===== src/design/kthpd_pkg.sv =====
// ----------------------------------------------------------------------------
// kthpd_pkg
// types, codes and reset values of the key tap/hold pattern detector
// ----------------------------------------------------------------------------
`timescale 1ns / 1ps

package kthpd_pkg;

    localparam int MAX_SYMBOLS_DEF = 32;
    localparam int KEY_W           = 10;
    localparam int PAT_W           = 32;
    localparam int LEN_W           = 6;
    localparam int ADDR_W          = 4;
    localparam int DATA_W          = 32;

    localparam logic [1:0] REG_REPEAT_INTERVAL = 2'd0;
    localparam logic [1:0] REG_TIMEOUT_TICKS   = 2'd1;
    localparam logic [1:0] REG_ACTION_KEY      = 2'd2;

    localparam logic [7:0]       REPEAT_INTERVAL_RST = 8'd10;
    localparam logic [15:0]      TIMEOUT_TICKS_RST   = 16'd300;
    localparam logic [KEY_W-1:0] ACTION_KEY_RST      = 10'd34;

    localparam logic [7:0] HOLD_COUNT_MAX = 8'd255;

    localparam logic REQ_KEY  = 1'b0;
    localparam logic REQ_TICK = 1'b1;

    localparam logic [1:0] KEY_RELEASE = 2'd0;
    localparam logic [1:0] KEY_PRESS   = 2'd1;
    localparam logic [1:0] KEY_REPEAT  = 2'd2;

    typedef enum logic [2:0] {
        ACT_NONE       = 3'd0,
        ACT_PLAY_PAUSE = 3'd1,
        ACT_PREVIOUS   = 3'd2,
        ACT_NEXT       = 3'd3,
        ACT_SEEK_FWD   = 3'd4
    } action_t;

    typedef struct packed {
        logic             req_type;
        logic [KEY_W-1:0] key_code;
        logic [1:0]       key_value;
    } evt_t;

    typedef struct packed {
        action_t          action;
        logic             report_valid;
        logic [KEY_W-1:0] report_key;
        logic [PAT_W-1:0] pattern_bits;
        logic [LEN_W-1:0] pattern_len;
    } res_t;

    typedef struct packed {
        logic [7:0]       repeat_interval;
        logic [15:0]      timeout_ticks;
        logic [KEY_W-1:0] action_key;
    } cfg_t;

    typedef struct packed {
        logic [KEY_W-1:0] last_key;
        logic             key_seen;
        logic [7:0]       hold_count;
        logic [7:0]       hold_phase;
        logic [15:0]      timeout_left;
        logic             timeout_armed;
    } ctl_state_t;

endpackage


===== src/design/kthpd_step.sv =====
// ----------------------------------------------------------------------------
// kthpd_step
// next-state and result logic for one event or tick
// ----------------------------------------------------------------------------
`timescale 1ns / 1ps

module kthpd_step #(
    parameter int MAX_SYMBOLS = kthpd_pkg::MAX_SYMBOLS_DEF
) (
    input  kthpd_pkg::cfg_t                           cfg,
    input  kthpd_pkg::evt_t                           evt,
    input  kthpd_pkg::ctl_state_t                     st,
    input  logic [MAX_SYMBOLS-1:0]                    sym_bits,
    input  logic [$clog2(MAX_SYMBOLS+1)-1:0]          sym_count,
    output kthpd_pkg::ctl_state_t                     st_next,
    output logic [MAX_SYMBOLS-1:0]                    sym_bits_next,
    output logic [$clog2(MAX_SYMBOLS+1)-1:0]          sym_count_next,
    output kthpd_pkg::res_t                           res
);
    import kthpd_pkg::*;

    localparam int CNT_W = $clog2(MAX_SYMBOLS + 1);
    localparam logic [MAX_SYMBOLS-1:0] BITS_ONE = MAX_SYMBOLS'(1);

    logic [7:0]             iv;
    logic [8:0]             phase_inc;
    logic [7:0]             phase_adv;
    logic [7:0]             count_adv;
    logic                   key_clear;
    logic                   long_hold;
    logic [15:0]            tl_dec;
    logic [MAX_SYMBOLS-1:0] bits_w;
    logic [CNT_W-1:0]       cnt_w;
    logic [PAT_W-1:0]       pat_ext;
    logic [LEN_W-1:0]       len_ext;
    action_t                act;
    logic                   rep;

    assign iv        = (cfg.repeat_interval == 8'd0) ? 8'd1 : cfg.repeat_interval;
    assign phase_inc = {1'b0, st.hold_phase} + 9'd1;
    assign phase_adv = (phase_inc >= {1'b0, iv}) ? 8'd0 : phase_inc[7:0];
    assign count_adv = (st.hold_count < HOLD_COUNT_MAX) ? st.hold_count + 8'd1
                                                        : st.hold_count;
    assign key_clear = (evt.req_type == REQ_KEY) && st.key_seen
                       && (st.last_key != evt.key_code);
    assign long_hold = st.hold_count > iv;
    assign tl_dec    = (st.timeout_left != 16'd0) ? st.timeout_left - 16'd1
                                                  : st.timeout_left;

    always_comb
    begin
        st_next = st;
        bits_w  = key_clear ? '0 : sym_bits;
        cnt_w   = key_clear ? '0 : sym_count;
        act     = ACT_NONE;
        rep     = 1'b0;

        if (evt.req_type == REQ_KEY)
        begin
            st_next.last_key = evt.key_code;
            st_next.key_seen = 1'b1;
            case (evt.key_value)
                KEY_REPEAT:
                begin
                    if (st.hold_count == 8'd0)
                    begin
                        if (cnt_w < CNT_W'(MAX_SYMBOLS))
                        begin
                            bits_w = {bits_w[MAX_SYMBOLS-2:0], 1'b1};
                            cnt_w  = cnt_w + CNT_W'(1);
                        end
                    end
                    else if (st.hold_phase == iv - 8'd1)
                    begin
                        bits_w = '0;
                        cnt_w  = '0;
                        if (evt.key_code == cfg.action_key)
                        begin
                            act = ACT_PLAY_PAUSE;
                        end
                    end
                    st_next.hold_count = count_adv;
                    st_next.hold_phase = phase_adv;
                end
                KEY_PRESS:
                begin
                    st_next.hold_count = 8'd0;
                    st_next.hold_phase = 8'd0;
                end
                KEY_RELEASE:
                begin
                    if (st.hold_count == 8'd0 && cnt_w < CNT_W'(MAX_SYMBOLS))
                    begin
                        bits_w = {bits_w[MAX_SYMBOLS-2:0], 1'b0};
                        cnt_w  = cnt_w + CNT_W'(1);
                    end
                    st_next.hold_count = 8'd0;
                    st_next.hold_phase = 8'd0;
                    rep = 1'b1;
                end
                default:
                begin
                end
            endcase
            st_next.timeout_left  = (cfg.timeout_ticks == 16'd0) ? 16'd1 : cfg.timeout_ticks;
            st_next.timeout_armed = 1'b1;
        end
        else if (st.timeout_armed)
        begin
            st_next.timeout_left = tl_dec;
            if (tl_dec == 16'd0)
            begin
                st_next.timeout_armed = 1'b0;
                if (st.key_seen && st.last_key == cfg.action_key)
                begin
                    if (sym_count == CNT_W'(1) && sym_bits == '0)
                    begin
                        act = ACT_PREVIOUS;
                    end
                    else if (sym_count == CNT_W'(1) && sym_bits == BITS_ONE)
                    begin
                        act = ACT_NEXT;
                    end
                    else
                    begin
                        act = ACT_SEEK_FWD;
                    end
                end
            end
        end
    end

    // widen or cut the stored pattern to the report fields
    if (MAX_SYMBOLS >= PAT_W)
    begin : g_pat_cut
        assign pat_ext = bits_w[PAT_W-1:0];
    end
    else
    begin : g_pat_ext
        assign pat_ext = {{(PAT_W-MAX_SYMBOLS){1'b0}}, bits_w};
    end

    if (CNT_W >= LEN_W)
    begin : g_len_cut
        assign len_ext = cnt_w[LEN_W-1:0];
    end
    else
    begin : g_len_ext
        assign len_ext = {{(LEN_W-CNT_W){1'b0}}, cnt_w};
    end

    always_comb
    begin
        sym_bits_next  = bits_w;
        sym_count_next = cnt_w;
        // tick expiry and long hold release both drop the pattern
        if (evt.req_type == REQ_TICK)
        begin
            if (st.timeout_armed && tl_dec == 16'd0)
            begin
                sym_bits_next  = '0;
                sym_count_next = '0;
            end
        end
        else if (rep && long_hold)
        begin
            sym_bits_next  = '0;
            sym_count_next = '0;
        end
    end

    always_comb
    begin
        res.action       = act;
        res.report_valid = rep;
        res.report_key   = rep ? evt.key_code : '0;
        res.pattern_bits = rep ? pat_ext : '0;
        res.pattern_len  = rep ? len_ext : '0;
    end

endmodule


===== src/design/key_tap_hold_pattern_detector.sv =====
// ----------------------------------------------------------------------------
// key_tap_hold_pattern_detector
// a request passes the input register, then the result register, before its result is valid
// throughput: one request per cycle, limited by nothing but res_stall
// the state update for a request happens as it leaves the input register
// reset: async active low, registers back to 10 / 300 / 34, pattern cleared
// ----------------------------------------------------------------------------
`timescale 1ns / 1ps

module key_tap_hold_pattern_detector #(
    parameter int MAX_SYMBOLS = kthpd_pkg::MAX_SYMBOLS_DEF
) (
    input  logic                            clk,
    input  logic                            rst_n,
    input  logic                            evt_valid,
    output logic                            evt_stall,
    input  kthpd_pkg::evt_t                 evt_data,
    output logic                            res_valid,
    input  logic                            res_stall,
    output kthpd_pkg::res_t                 res_data,
    input  logic                            psel,
    input  logic                            penable,
    input  logic                            pwrite,
    input  logic [kthpd_pkg::ADDR_W-1:0]    paddr,
    input  logic [kthpd_pkg::DATA_W-1:0]    pwdata,
    output logic [kthpd_pkg::DATA_W-1:0]    prdata,
    output logic                            pready
);
    import kthpd_pkg::*;

    localparam int CNT_W = $clog2(MAX_SYMBOLS + 1);

    cfg_t                   cfg_reg;
    logic                   s1_valid_reg;
    logic                   s1_valid_next;
    evt_t                   s1_data_reg;
    logic                   res_valid_reg;
    logic                   res_valid_next;
    res_t                   res_data_reg;
    ctl_state_t             st_reg;
    ctl_state_t             st_next;
    logic [MAX_SYMBOLS-1:0] sym_bits_reg;
    logic [MAX_SYMBOLS-1:0] sym_bits_next;
    logic [CNT_W-1:0]       sym_count_reg;
    logic [CNT_W-1:0]       sym_count_next;
    res_t                   step_res;
    logic                   res_load;
    logic                   s1_fire;
    logic                   evt_fire;
    logic                   cfg_write;
    logic [1:0]             reg_idx;

    assign reg_idx   = paddr[ADDR_W-1:2];
    assign pready    = 1'b1;
    assign cfg_write = psel && penable && pwrite && pready;

    always_ff @(posedge clk or negedge rst_n)
    begin
        if (!rst_n)
        begin
            cfg_reg.repeat_interval <= REPEAT_INTERVAL_RST;
            cfg_reg.timeout_ticks   <= TIMEOUT_TICKS_RST;
            cfg_reg.action_key      <= ACTION_KEY_RST;
        end
        else if (cfg_write)
        begin
            case (reg_idx)
                REG_REPEAT_INTERVAL: cfg_reg.repeat_interval <= pwdata[7:0];
                REG_TIMEOUT_TICKS:   cfg_reg.timeout_ticks   <= pwdata[15:0];
                REG_ACTION_KEY:      cfg_reg.action_key      <= pwdata[KEY_W-1:0];
                default:
                begin
                end
            endcase
        end
    end

    always_comb
    begin
        case (reg_idx)
            REG_REPEAT_INTERVAL: prdata = {{(DATA_W-8){1'b0}}, cfg_reg.repeat_interval};
            REG_TIMEOUT_TICKS:   prdata = {{(DATA_W-16){1'b0}}, cfg_reg.timeout_ticks};
            REG_ACTION_KEY:      prdata = {{(DATA_W-KEY_W){1'b0}}, cfg_reg.action_key};
            default:             prdata = '0;
        endcase
    end

    // handshake between input register and result register
    assign res_load  = !res_valid_reg || !res_stall;
    assign s1_fire   = s1_valid_reg && res_load;
    assign evt_stall = s1_valid_reg && !res_load;
    assign evt_fire  = evt_valid && !evt_stall;

    assign s1_valid_next  = evt_fire || (s1_valid_reg && !s1_fire);
    assign res_valid_next = s1_fire || (res_valid_reg && res_stall);

    kthpd_step #(
        .MAX_SYMBOLS(MAX_SYMBOLS)
    ) u_step (
        .cfg           (cfg_reg),
        .evt           (s1_data_reg),
        .st            (st_reg),
        .sym_bits      (sym_bits_reg),
        .sym_count     (sym_count_reg),
        .st_next       (st_next),
        .sym_bits_next (sym_bits_next),
        .sym_count_next(sym_count_next),
        .res           (step_res)
    );

    always_ff @(posedge clk or negedge rst_n)
    begin
        if (!rst_n)
        begin
            s1_valid_reg  <= 1'b0;
            res_valid_reg <= 1'b0;
            st_reg        <= '0;
            sym_bits_reg  <= '0;
            sym_count_reg <= '0;
        end
        else
        begin
            s1_valid_reg  <= s1_valid_next;
            res_valid_reg <= res_valid_next;
            if (s1_fire)
            begin
                st_reg        <= st_next;
                sym_bits_reg  <= sym_bits_next;
                sym_count_reg <= sym_count_next;
            end
        end
    end

    always_ff @(posedge clk)
    begin
        if (evt_fire)
        begin
            s1_data_reg <= evt_data;
        end
        if (s1_fire)
        begin
            res_data_reg <= step_res;
        end
    end

    assign res_valid = res_valid_reg;
    assign res_data  = res_data_reg;

endmodule


===== config.mk =====
export PLATFORM = sky130hd
export DESIGN_NAME = key_tap_hold_pattern_detector
export DESIGN_NICKNAME = d
export VERILOG_FILES = /design/src/design/kthpd_pkg.sv /design/src/design/kthpd_step.sv /design/src/design/key_tap_hold_pattern_detector.sv
export SDC_FILE = /design/constraint.sdc
export NUM_CORES = 1
export LEC_CHECK = 0
export ABC_AREA = 1
export BUFFER_PORTS_ARGS = -buffer_cell sky130_fd_sc_hd__buf_4
export CAP_MARGIN = 20
export CORE_ASPECT_RATIO = 0.6
export CORE_UTILIZATION = 35
export DETAILED_ROUTE_END_ITERATION = 12
export GPL_TIMING_DRIVEN = 0
export PLACE_DENSITY_LB_ADDON = 0.05
export SETUP_SLACK_MARGIN = 0.5
export SLEW_MARGIN = 20
export SYNTH_ARGS = -nofsm -noshare
export SYNTH_HDL_FRONTEND = slang
export SYNTH_SLANG_ARGS = --single-unit

===== constraint.sdc =====
create_clock -name clk -period 5.52 [get_ports clk]
set_input_delay 0.552 -clock clk [delete_from_list [all_inputs] [get_ports clk]]
set_output_delay 0.552 -clock clk [all_outputs]
set_load 0.02 [all_outputs]

### After elaboration in Yosys (flattened, before gate mapping)

Index checks and enable logic that the tools add are counted.

| operators by class | value |
|---|---|
| muxes and demuxes | 42 |
| eq/ne operators | 12 |
| reductions and logical operators | 40 |
| bitwise operators | 1 |
| $add $sub $neg | 5 |
| $lt $le $gt $ge | 4 |

Operator list:

| cell | count |
|---|---|
| $mux W32 | 9 |
| $pmux W32 S2 | 1 |
| $mux W6 | 9 |
| $pmux W16 S3 | 1 |
| $mux W17 | 2 |
| $eq A32 B1 Y1 const B | 1 |
| $logic_not A16 Y1 | 2 |
| $logic_not A32 Y1 | 1 |
| $mux W16 | 2 |
| $pmux W16 S2 | 1 |
| $mux W3 | 9 |
| $mux W8 | 3 |
| $eq A10 B10 Y1 | 2 |
| $logic_not A8 Y1 | 2 |
| $reduce_bool A16 Y1 | 1 |
| $sub A16 B1 Y16 const B | 1 |
| $logic_and A1 B1 Y1 | 15 |
| $pmux W6 S2 | 1 |
| $ne A10 B10 Y1 | 1 |
| $reduce_and A2 Y1 | 5 |
| $add A8 B1 Y9 const B | 1 |
| $ge A9 B8 Y1 | 1 |
| $add A8 B1 Y8 const B | 1 |
| $eq A8 B8 Y1 | 1 |
| 18 further kinds | 31 |

| word-level totals | value |
|---|---|
| bits of input ports | 56 |
| word-level logic and storage cells | 125 |
| output and inout bits | 87 |
| bits in registers | 183 |

### Depth between registers and ports, before layout

Gate-level depths: netlist of the first run.

| depth | value |
|---|---|
| word-level depth | 11 |
| depth in mapped cells | 24 |
| mapped depth without buffers | 22 |

### Modules after synthesis

A second synthesis of the first run with hierarchy kept.

| unflattened totals | value |
|---|---|
| cell total of the unflattened synthesis | 1670 |
| area, all modules | 11922.7 µm² |

Modules (own cells, without submodules):

| module | cells an instance | sequential area each (µm²) | area each (µm²) | times used |
|---|---|---|---|---|
| key_tap_hold_pattern_detector | 649 | 4914.7 | 6866.6 | 1 |
| kthpd_step | 1021 | 0.0 | 5056.1 | 1 |

### Least setup slack after synthesis of the first run

Ideal clock, no wire load.

| timing path | value |
|---|---|
| path kind | flip-flop to flip-flop |
| start | reg cfg_reg[29] in the netlist's numbering |
| end | reg sym_bits_reg[28] |
| clock period less this slack | 2.592 ns |
| stages on the path, launching flop included | 21 |
| library setup time | 0.121 ns |
| arrival | 2.471 ns |
| setup slack | 2.928 ns |
| required time | 5.399 ns |
| buffers on the path | 1 |
| cells stage by stage | dfstp_2 > nor2_1 > nand2_1 > nor2_1 > nor2_2 > inv_1 > ha_1 > nand2_1 > nor2_1 > nand2_1 > nor3_1 > nand3_1 > nor2_1 > nand2_1 > nand2_1 > buf_2 > nor2_1 > o21ai_1 > nand2_1 > nand2_1 > nand2_1 |

| between the ends | value |
|---|---|
| word-level cells in the longest chain between the ends | 10 |
| elaborated cells between the ends (all ways) | 13 |
| those cells by class | 1 x add/sub; 1 x order compare; 1 x eq/ne; 8 x mux; 2 x reduce/logical |

RTL lines:

| what | RTL line | source |
|---|---|---|
| from (decl) | key_tap_hold_pattern_detector.sv:33 | `cfg_t cfg_reg;` |
| $logic_not A8 Y1 | kthpd_step.sv:39 | `assign iv = (cfg.repeat_interval == 8'd0) ? 8'd1 : cfg.repeat_interval;` |
| $mux W8 * | kthpd_step.sv:39 |  |
| $sub A8 B1 Y8 | kthpd_step.sv:73 | `else if (st.hold_phase == iv - 8'd1)` |
| $eq A8 B8 Y1 | kthpd_step.sv:73 |  |
| $mux W32 | kthpd_step.sv:73 |  |
| $mux W32 | kthpd_step.sv:65 | `if (st.hold_count == 8'd0)` |
| $pmux W32 S2 | kthpd_step.sv:62 | `case (evt.key_value)` |
| $mux W32 | kthpd_step.sv:58 | `if (evt.req_type == REQ_KEY)` |
| $mux W32 (on tied branches) | kthpd_step.sv:165, kthpd_step.sv:159 |  |
| $mux W32 * | kthpd_step.sv:157 | `if (evt.req_type == REQ_TICK)` |
| to (signal assigned) | key_tap_hold_pattern_detector.sv:128 | `sym_bits_reg <= sym_bits_next;` |
| to (decl) | key_tap_hold_pattern_detector.sv:42 | `logic [MAX_SYMBOLS-1:0] sym_bits_reg;` |

Mark *: on every way between the ends. The rest lies on a longest branch, timed or not.
A chain may end at the register's enable or synchronous reset.

### Final worst setup path of the first run

| timing path | value |
|---|---|
| start | reg cfg_reg[29] in the netlist's numbering |
| end | reg res_data_reg, in the netlist res_data[35] (data pin) |

| between the ends | value |
|---|---|
| word-level cells in the longest chain between the ends | 8 |

RTL lines:

| what | RTL line | source |
|---|---|---|
| $logic_not A8 Y1 | kthpd_step.sv:39 |  |
| $mux W8 * | kthpd_step.sv:39 |  |
| $sub A8 B1 Y8 * | kthpd_step.sv:73 |  |
| $eq A8 B8 Y1 * | kthpd_step.sv:73 |  |
| $mux W32 * | kthpd_step.sv:73 |  |
| $mux W32 * | kthpd_step.sv:65 |  |
| $pmux W32 S2 * | kthpd_step.sv:62 |  |
| $mux W32 * | kthpd_step.sv:58 |  |
| to (signal assigned) | key_tap_hold_pattern_detector.sv:142 | `res_data_reg <= step_res;` |
| to (decl) | key_tap_hold_pattern_detector.sv:39 | `res_t res_data_reg;` |

Marks and branches as above.

==> flow_metrics.tcl, run 1 <==
set metrics [dict create \
    slew_headroom_pct 28.9 \
    ys_warn_count 0 \
    syn_inst 1570 \
    fill_cells 3319 \
    synthTopCellsByArea "dfrtp_1 24%, edfxtp_1 17%, nand2_1 16%" \
    rsz0062_at_grt "false" \
    clock_sinks 183 \
    ctsHoldBuffers 0 \
    place_congestion 0.928 \
    tns_ns 0 \
    end_kind "flip-flop" \
    pre_cts_slack_ns 2.08 \
    cts_tree "done" \
    power_frac_seq_pct 37.0 \
    p_int_uw 2950 \
    async_reset_ff_share_pct 64.5 \
    highest_layer "met4" \
    grt_pass1_wl_mm 60.9 \
    clk_pin_slew_ns 0.08 \
    cp_slowest_cell "dfstp_2" \
    synth_seq_area_share_pct 43.0 \
    ctsHtreeMaxLevel 4 \
    wirelength_met1_mm 21.2 \
    worstPathRequired_ns 5.74 \
    hold_ws_ns 0.00726 \
    swShare_pct 42.5 \
    synth_top_area_cell "dfrtp_1" \
    max_slew.worst_pin.slew_ns 1.06 \
    cts_max_path_buffers 2 \
    clock_latency_ns 0.47 \
    synthFlopType "dfrtp_1" \
    critPathMaxStageDelay_ns 0.61 \
    post-cts-setup-buffers 0 \
    die_h_um 142 \
    p_sw_uw 2180 \
    ios 143 \
    layoutNonFillerInstCount 2142 \
    vias 10800 \
    crit_path_cell_trace "nor2_1 -> nand2_1 -> nor2_1 -> nor2_2 -> ha_1 -> inv_1 -> nand2_1 -> nand2_1 -> nand2_1 -> nand2_1 -> nor2_1 -> nand3_1 -> nor2_1 -> nand2_1 -> nand2_2 -> buf_2 -> a21oi_1 -> nand2_1 -> nand2_1 -> nand2_1 -> inv_1" \
    placed_cells 2110 \
    ys_ff_latch 183 \
    leakage_uw 0.00683 \
    wl_met2_mm 14.3 \
    wl_per_cell_um 18.2 \
    fin_ws_ns 1.98 \
    wl_met3_mm 3.05 \
    hpwl_mm 29.7 \
    syn_area_mm2 0.0114 \
    max_freq_ghz 0.282 \
    power.total_uw 5130 \
    track_usage_pct 24.1 \
    fin_nets 1793 \
    drc_errors 0 \
    critPathLaunchType "flip-flop" \
    status "finished, final reports clean" \
    syn-mean-instance-area_um2 7.28 \
    setup_viol 0 \
    insertedDiodeCount 0 \
    critPathBufInv 3 \
    path_delay_family "simple AND/OR/NAND/NOR gates" \
    cts-root-buf "clkbuf_16" \
    die_x_um 235 \
    cts_buffers 17 \
    placementRows 50 \
    ff2ff_setup_slack_ns 1.98 \
    cap_violations 0 \
    fin_crit_ns 3.54 \
    syn_to_final_growth_pct 17.7 \
    final.period_utilization_pct 64.2 \
    dr.first_iter.drc_count 1161 \
    skew_ns 0.0140 \
    initial_core_util_pct 36.1 \
    first_pass_iters 6 \
    post_cts_resized 0 \
    slew_violations 0 \
    p_per_area_mw_per_mm2 381 \
    antenna_found_initial 0 \
    clkPwrFrac_pct 24.9 \
    drive_gt1_share_pct 14.0 \
    worstPathArrival_ns 3.76 \
    viasPerCell 5.04 \
    synth_edf_count 65 \
    wl_mm 38.9 \
    crit_fanout 10 \
    hold_viol_final 0 \
    grt_overflow_total 0 \
    dieArea_mm2 0.0334 \
    core-area_mm2 0.0317 \
    netlist-cell-type-count 53 \
    worstHoldPathType "primary input to asynchronous set/reset pin" \
    ant_nets 0 \
    yosys.area.top_type_share_pct 24.1 \
    grt_pass1_vias 10100 \
    path_class "flip-flop to flip-flop" \
    placement.io_buffers 107 \
    largest_reg_flops 52 \
    crit_top_cell "nand2_1" \
    p_comb_share_pct 38.2 \
    grt_max_degree 71 \
    peakVddDrop_v 0.000254 \
]
[stage by stage]
stage | instance area, µm² | utilization (%)
floorplan | 11500 | -
global placement | 12800 | 40.5
detailed placement | 12900 | 40.6
CTS | 13500 | 42.5
global route | 13500 | 42.5
finish | 13500 | 42.5
[per-layer routing]
layer	vias up	track usage, %
li1	5270	-
met1	5137	39.9
met2	369	30.6
met3	17	5.57
met4	0	4.23
met5	-	0
[worst paths after layout]
kind | start | end | depth (start not counted)
max | cfg_reg[29] | res_data[35] | 21
min | rst_n | sym_count_reg[3] | 1
max reg2reg | cfg_reg[29] | res_data[35] | 21
min reg2reg | s1_valid_reg | res_valid | 2
max in group asynchronous | rst_n | cfg_reg[29] | 2
min in group clk | evt_data[7] | s1_data_reg[7] | 1
[cell type report]
cell class | instances | area [µm²] | area share (%)
multi-input cells | 1112 | 5350 | 39.8
flip-flops and latches | 183 | 4910 | 36.5
repair buffers | 109 | 858 | 6.38
inverters | 217 | 815 | 6.05
well taps | 416 | 520 | 3.87
clock buffers | 20 | 489 | 3.64
plain buffers | 73 | 405 | 3.01
clock inverters | 12 | 100 | 0.744
[power by group through the flow]
stage               Clock (µW)  Sequential [µW]  Combinational [µW]
finish                    1270             1900                1960
global route              1350             1930                2200
CTS                       1300             1890                1930
detailed placement           0             1910                1930
global placement             0             1920                1910
floorplan                    0             1890                1290
[synthesized netlist by cell type, drive strengths merged, types with 2 or more instances]
master / count
o22ai: 15
nand3b: 5
nor3: 20
nand4: 21
o31ai: 2
conb: 2
buf: 43
and2: 2
o221ai: 6
nand3: 98
nor4: 12
nor2: 188
clkinv: 3
o21ai: 101
clkbuf: 30
edfxtp: 65
o21bai: 3
ha: 24
nand2: 498
dfstp: 8
xor2: 16
inv: 214
o211ai: 3
and3: 2
a31oi: 2
a21oi: 52
a22oi: 3
dfrtp: 110
a211oi: 2
xnor2: 13
nor3b: 2
[cells by family (layout without fill, tap and decap cells)]
kind of cell,count (synthesis),after routing,synth area share (%)
xor gates and xnor gates,29,29,2.22
adders and majority gates,24,24,2.63
other,2,17,0.0657
buffers and inverters,290,431,10.7
AOI/OAI and AO/OA,193,193,9.44
muxes,1,1,0.0876
DFF,183,183,43.0
and+or+nand+nor,848,848,31.9
[cells in the final DEF (no fill, tap or decap), types with 18 or more instances in the layout]
master and instances:
a21oi_1 51, buf_4 124, clkbuf_1 30, clkbuf_16 19, dfrtp_1 110, edfxtp_1 65
ha_1 24, inv_1 202, nand2_1 492, nand3_1 81, nand4_1 20, nor2_1 176
nor3_1 18, o21ai_0 84
Note: power is estimated with default switching activity, not from simulation.
==> inputs of run 2 (changes only) <==
--- a/config.mk
+++ b/config.mk
@@ -5,7 +5,7 @@
 export SDC_FILE = /design/constraint.sdc
 export NUM_CORES = 1
 export LEC_CHECK = 0
-export ABC_AREA = 1
+export ABC_AREA = 0
 export BUFFER_PORTS_ARGS = -buffer_cell sky130_fd_sc_hd__buf_4
 export CAP_MARGIN = 20
 export CORE_ASPECT_RATIO = 0.6
==> constraint.sdc (replaced) <==
create_clock -name clk -period 3.2 [get_ports clk]
set_input_delay 0.32 -clock clk [delete_from_list [all_inputs] [get_ports clk]]
set_output_delay 0.32 -clock clk [all_outputs]
set_load 0.02 [all_outputs]
==> run 2 against run 1 <==
The run now ends with negative setup slack left. First-iteration DRC count decreased by 55%. Largest power group is now sequential cells. Clock skew decreased by 0.0042 ns. Synthesized cell count decreased by 41%. Hold slack improved by 0.031 ns. Critical path type unchanged. Global-route usage decreased by 2.2 points. Register-to-register slack got worse by 2.2 ns. Non-clock buffer count increased by 53. Largest cell class unchanged. Critical endpoint is now res_data[0].
==> flow_metrics.tcl, run 2 <==
set metrics [dict create \
    min_path_cells 1 \
    synthMuxAreaShare_pct 6.40 \
    final.period_utilization_pct 107 \
    antenna_found_initial 0 \
    core-area_mm2 0.0275 \
    grt_overflow_total 0 \
    placed_cells 1425 \
    fill_cells 2615 \
    insertedDiodeCount 0 \
    p_per_area_mw_per_mm2 556 \
    cap_violations 0 \
    syn_area_mm2 0.00979 \
    synth_simple_gate_area_share_pct 16.6 \
    worstHoldPathType "primary input to flip-flop" \
    setup_viol 56 \
    track_usage_pct 21.9 \
    critPathBufInv 5 \
    leakage_uw 0.00536 \
    cts_tree "done" \
    clk_pin_slew_ns 0.07 \
    worstPathArrival_ns 3.60 \
    ctsHtreeMaxLevel 4 \
    worstPathRequired_ns 3.39 \
    ant_nets 0 \
    syn-mean-instance-area_um2 10.5 \
    synthFlopType "dfrtp_1" \
    vias 8084 \
    ys_ff_latch 183 \
    die_h_um 132 \
    status "complete, but fails checks" \
    layoutNonFillerInstCount 1518 \
    slew_violations 0 \
    violations "negative setup slack" \
    synth_commonest_cells "110 x dfrtp_1, 94 x nand2_1, 65 x edfxtp_1" \
    synth_edf_count 65 \
    netlist-cell-type-count 67 \
    placementRows 47 \
    fin_crit_ns 3.41 \
    dr.first_iter.drc_count 518 \
    p_int_uw 4780 \
    syn_to_final_growth_pct 31.1 \
    mostFrequentLayoutCells "169 x buf_4, 107 x dfrtp_1, 92 x nand2_1" \
    fin_nets 1218 \
    swShare_pct 33.1 \
    rsz0062_at_grt "true" \
    peakVddDrop_v 0.000402 \
    largest_reg_flops 52 \
    max_freq_ghz 0.293 \
    synth_seq_area_share_pct 50.2 \
    tns_ns -7.66 \
    placed_cell_area_mm2 0.0112 \
    power_frac_seq_pct 43.4 \
    grt_pass1_wl_mm 47.1 \
    clkPwrFrac_pct 30.2 \
    hpwl_mm 21.2 \
    grt_pass1_vias 7744 \
    yosys.area.top_type_share_pct 28.1 \
    die_x_um 218 \
    drc_errors 0 \
    final_common_cell "buf_4" \
    synth_top_area_cell "dfrtp_1" \
    synthTopCellsByArea "dfrtp_1 28%, edfxtp_1 20%, mux2_2 4.3%" \
    first_pass_iters 5 \
    placement.io_buffers 107 \
    finalInstanceArea_mm2 0.0128 \
    viasPerCell 5.33 \
    ios 143 \
    async_reset_ff_share_pct 64.5 \
    initial_core_util_pct 35.6 \
    reg2reg_to "res_data[0]" \
    ff2ff_setup_slack_ns -0.21 \
    cts_buffers 17 \
    power.total_uw 7140 \
    clock_sinks 183 \
    crit_top_cell "buf_6" \
    synth-compound-area-share_pct 14.6 \
    skew_ns 0.00986 \
    synth_xor_area_share_pct 4.29 \
    cts-root-buf "clkbuf_16" \
    pre_cts_slack_ns -0.847 \
    fin_ws_ns -0.209 \
    synthAdderAreaFrac_pct 3.07 \
    drive_gt1_share_pct 32.8 \
    reg2reg_depth 17 \
    regArea_mm2 0.00492 \
    reg2reg_from "cfg_reg[28]" \
    yosysMostFrequentCell "dfrtp_1" \
    wl_per_cell_um 20.0 \
    cp_slowest_cell "or4_4" \
    dieArea_mm2 0.0287 \
    end_kind "flip-flop" \
    synth_top_family_by_area "simple AND/OR/NAND/NOR gates" \
    cts_max_path_buffers 2 \
    ys_warn_count 0 \
    critPathLaunchType "flip-flop" \
    wl_mm 30.3 \
    path_class "flip-flop to flip-flop" \
    grt_max_degree 86 \
    crit_path_cell_trace "buf_6 -> or4_4 -> nor4_4 -> or2_4 -> inv_2 -> ha_4 -> nor3b_4 -> xnor2_1 -> nor4_1 -> o21ai_1 -> nor4_4 -> buf_6 -> o21ai_4 -> buf_4 -> buf_6 -> mux2i_4 -> nor2_1" \
    p_comb_share_pct 26.4 \
    p_sw_uw 2370 \
    place_congestion 0.881 \
    crit_fanout 5 \
    max_slew.worst_pin.slew_ns 0.866 \
    holdPathEnd "s1_data_reg[10]" \
    min_from "evt_data[10]" \
    hold_viol_final 0 \
    path_delay_family "simple AND/OR/NAND/NOR gates" \
    critPathMaxStageDelay_ns 0.53 \
    syn_inst 934 \
    clock_latency_ns 0.45 \
    multiInputGateArea_mm2 0.00496 \
    slew_headroom_pct 41.5 \
]
==> run 2: layout make-up <==
class | count | share of cell area (%)
well taps | 367 | 3.58
repair buffers | 170 | 10.9
inverters | 30 | 0.877
clock buffers | 21 | 3.59
flip-flops and latches | 183 | 38.3
multi-input cells | 671 | 38.6
plain buffers | 65 | 3.18
clock inverters | 11 | 0.965
==> run 2: logic make-up after synthesis <==
family,after synthesis
AND/OR/NAND/NOR,317
AO/OA/AOI/OAI,207
flip-flops,183
buffers and inverters,95
multiplexers,58
XOR/XNOR,48
adder cells (fa/ha/maj),24
other,2
==> run 2: timing repair <==
| item | 4_1_cts | 5_1_grt |
|---|---|---|
| endpoints found under the setup margin | 92 | 87 |
| cloned | 2 | 0 |
| buffers inserted | 34 | 24 |
| hold buffers | 1 | 0 |
| pin swaps | 20 | 37 |
| endpoints found under the hold margin | 33 | 0 |
| resized for setup | 83 | 48 |
==> run 2: stage by stage <==
stage	hold slack, ns	utilization [%]
2_1_floorplan	0.0244	-
3_3_place_gp	0.474	40.6
3_5_place_dp	0.216	40.8
4_1_cts	0.00854	45.3
5_1_grt	0.00784	46.6
6_report	0.0383	46.6
==> run 2: how the worst max path moves through the flow <==
stage | slack, ns | from | endpoint | depth (start not counted)
6_report | -0.21 | cfg_reg[28] | res_data[0] | 17
5_1_grt | -0.40 | cfg_reg[29] | res_data[0] | 16
2_1_floorplan | 0.06 | cfg_reg[28] | sym_bits_reg[14] | 14
3_3_place_gp | -0.82 | cfg_reg[30] | sym_bits_reg[24] | 12
3_5_place_dp | -0.85 | cfg_reg[30] | sym_bits_reg[24] | 12
4_1_cts | -0.23 | cfg_reg[28] | sym_bits_reg[15] | 15
==> run 2: metal layers <==
| layer | track usage, % | vias to the layer above | wire length, µm |
|---|---|---|---|
| met4 | 4.66 | 0 | 224 |
| met5 | 0 | - | 0 |
| li1 | - | 3828 | - |
| met2 | 28.8 | 229 | 12300 |
| met1 | 35.3 | 4009 | 15900 |
| met3 | 4.95 | 18 | 1960 |
==> run 2: power groups by stage <==
stage	combinational [µW]	sequential (µW)	clock [µW]
floorplan	1090	3040	0
global placement	1580	3140	0
detailed placement	1610	3140	0
CTS	1790	3090	2210
global route	2060	3140	2300
finish	1880	3100	2150
==> run 2: worst register-to-register path, stage by stage, from the launching register on <==
cell and delay (ns):
dfrtp_1 0.37, buf_6 0.13, or4_4 0.53, nor4_4 0.14, or2_4 0.18, inv_2 0.05
ha_4 0.16, nor3b_4 0.14, xnor2_1 0.13, nor4_1 0.22, o21ai_1 0.17, nor4_4 0.16
buf_6 0.17, o21ai_4 0.07, buf_4 0.15, buf_6 0.11, mux2i_4 0.20, nor2_1 0.07
==> inputs of run 3 (changes only) <==
--- a/config.mk
+++ b/config.mk
@@ -13,7 +13,7 @@
 export DETAILED_ROUTE_END_ITERATION = 12
 export GPL_TIMING_DRIVEN = 0
 export PLACE_DENSITY_LB_ADDON = 0.05
-export SETUP_SLACK_MARGIN = 0.5
+export SETUP_SLACK_MARGIN = 0.4
 export SLEW_MARGIN = 20
 export SYNTH_ARGS = -nofsm -noshare
 export SYNTH_HDL_FRONTEND = slang
==> run 3 against run 2 <==
The flow still finishes with violations (negative setup slack). Critical path type unchanged. Hold slack better by 0.0079 ns. Power fell by 0.65%. Critical endpoint is now res_data[30]. Largest cell class is now sequential cells. Die area did not move. Fmax is 0.99% lower. Non-clock buffer count down 28. Global-route usage fell by 0.34 points.
==> flow_metrics.tcl, run 3 (synthesis gave the netlist of run 2 again) <==
set metrics [dict create \
    syn_to_final_growth_pct 26.8 \
    final_common_cell "buf_4" \
    placement.io_buffers 107 \
    crit_path_cell_trace "or4_4 -> nor4_4 -> or2_4 -> inv_2 -> ha_4 -> and3_1 -> o21a_1 -> o21ai_1 -> nor4_4 -> buf_6 -> nor3_2 -> clkbuf_8 -> a22oi_1 -> nor2_1" \
    violations "negative setup slack" \
    wl_mm 29.5 \
    dr.first_iter.drc_count 730 \
    die_x_um 218 \
    crit_fanout 5 \
    pre_cts_slack_ns -0.822 \
    cap_violations 0 \
    insertedDiodeCount 0 \
    initial_core_util_pct 35.6 \
    grt_pass1_wl_mm 46.4 \
    hpwl_mm 21.1 \
    grt_pass1_vias 7698 \
    max_slew.worst_pin.slew_ns 1.02 \
    rsz0062_at_grt "true" \
    core-area_mm2 0.0275 \
    worstPathRequired_ns 3.49 \
    finalInstanceArea_mm2 0.0124 \
    die_h_um 132 \
    clock_sinks 183 \
    peakVddDrop_v 0.000323 \
    end_kind "flip-flop" \
    cp_slowest_cell "or4_4" \
    track_usage_pct 21.5 \
    cts-root-buf "clkbuf_16" \
    leakage_uw 0.00521 \
    critPathLaunchType "flip-flop" \
    status "complete, but fails checks" \
    mostFrequentLayoutCells "150 x buf_4, 107 x dfrtp_1, 93 x nand2_1" \
    fin_ws_ns -0.243 \
    antenna_found_initial 0 \
    wl_per_cell_um 19.8 \
    path_delay_family "simple AND/OR/NAND/NOR gates" \
    p_per_area_mw_per_mm2 571 \
    crit_top_cell "nor4_4" \
    skew_ns 0.0131 \
    grt_overflow_total 0 \
    largest_reg_flops 52 \
    critPathBufInv 3 \
    worstHoldPathType "primary input to flip-flop" \
    hold_viol_final 0 \
    cts_max_path_buffers 2 \
    max_freq_ghz 0.290 \
    slew_headroom_pct 32.1 \
    cts_buffers 17 \
    viasPerCell 5.30 \
    slew_violations 0 \
    ios 143 \
    critPathMaxStageDelay_ns 0.55 \
    path_class "flip-flop to flip-flop" \
    vias 7891 \
    worstPathArrival_ns 3.73 \
    cts_tree "done" \
    setup_viol 56 \
    drc_errors 0 \
    placementRows 47 \
    utilization_pct 45.1 \
    drive_gt1_share_pct 28.8 \
    ctsHtreeMaxLevel 4 \
    grt_max_degree 90 \
    ant_nets 0 \
    fin_crit_ns 3.44 \
    placed_cell_area_mm2 0.0112 \
    clk_pin_slew_ns 0.06 \
    clock_latency_ns 0.45 \
    first_pass_iters 5 \
    fin_nets 1190 \
    place_congestion 0.924 \
    final.period_utilization_pct 108 \
    dieArea_mm2 0.0287 \
]
-- run 3: cell types whose count changed in the layout (fill, tap and decap cells not counted), sizes merged --
| cell | change |
|---|---|
| inv | -1 |
| clkinv | -2 |
| clkinvlp | -2 |
| bufinv | +1 |
| buf | -33 |
| clkbuf | +9 |
-- run 3: per-layer routing --
layer	GRT usage, %	share of wire (%)	up-vias
met5	0	0	-
met4	5.17	1.2	0
met3	5.37	5.3	25
met2	27.2	39	195
met1	35.2	54	3917
li1	-	-	3754
-- run 3: where the power goes --
group | internal [µW] | switching (µW) | total [µW]
logic | 807 | 989 | 1800
clock network | 1270 | 924 | 2200
registers | 2720 | 385 | 3100
-- run 3: layout make-up --
cell class	count	area (µm²)
inverter	30	113
sequential	183	4920
timing repair buffer	142	1140
fill	2659	15100
multi-input combinational	671	4780
clock inverter	7	119
clock buffer	25	475
tap	367	459
buffer	65	419
-- run 3: stage by stage --
stage | instances | hold WS [ns] | TNS, ns | power, µW
2_1_floorplan | 949 | 0.0244 | 0 | 4120
3_3_place_gp | 1423 | 0.476 | -31.22 | 4720
3_5_place_dp | 1425 | 0.199 | -31.64 | 4740
4_1_cts | 1482 | 0.0225 | -8.61 | 7070
5_1_grt | 1490 | 0.0221 | -22.49 | 7470
6_report | 1490 | 0.0463 | -10.05 | 7100
-- run 3: repair_timing --
| item | 4_1_cts | 5_1_grt |
|---|---|---|
| gates resized for setup | 62 | 34 |
| pin swaps | 23 | 15 |
| hold buffers | 1 | 0 |
| cloned | 0 | 1 |
| setup endpoints to repair | 89 | 106 |
| hold endpoints to repair | 29 | 0 |
| buffers inserted | 24 | 7 |
-- run 3: final timing paths --
path	start	endpoint	slack, ns	cells past startpoint
worst max register to register	cfg_reg[30]	res_data[30]	-0.24	14
worst min-delay path	evt_data[4]	s1_data_reg[4]	0.05	1
worst max-delay path	cfg_reg[30]	res_data[30]	-0.24	14
max in group asynchronous	rst_n	cfg_reg[30]	2.08	3
worst min register to register	s1_valid_reg	res_valid	0.50	1
min in group asynchronous	rst_n	sym_bits_reg[9]	0.32	2
-- run 3: worst register-to-register path: cells and delay by family (launching register included) --
kind / cells / cell delay (ns)
flip-flops: 1 / 0.46
AND/OR/NAND/NOR: 7 / 1.68
AO/OA/AOI/OAI: 3 / 0.53
adder cells (fa/ha/maj): 1 / 0.16
buffers and inverters: 3 / 0.47
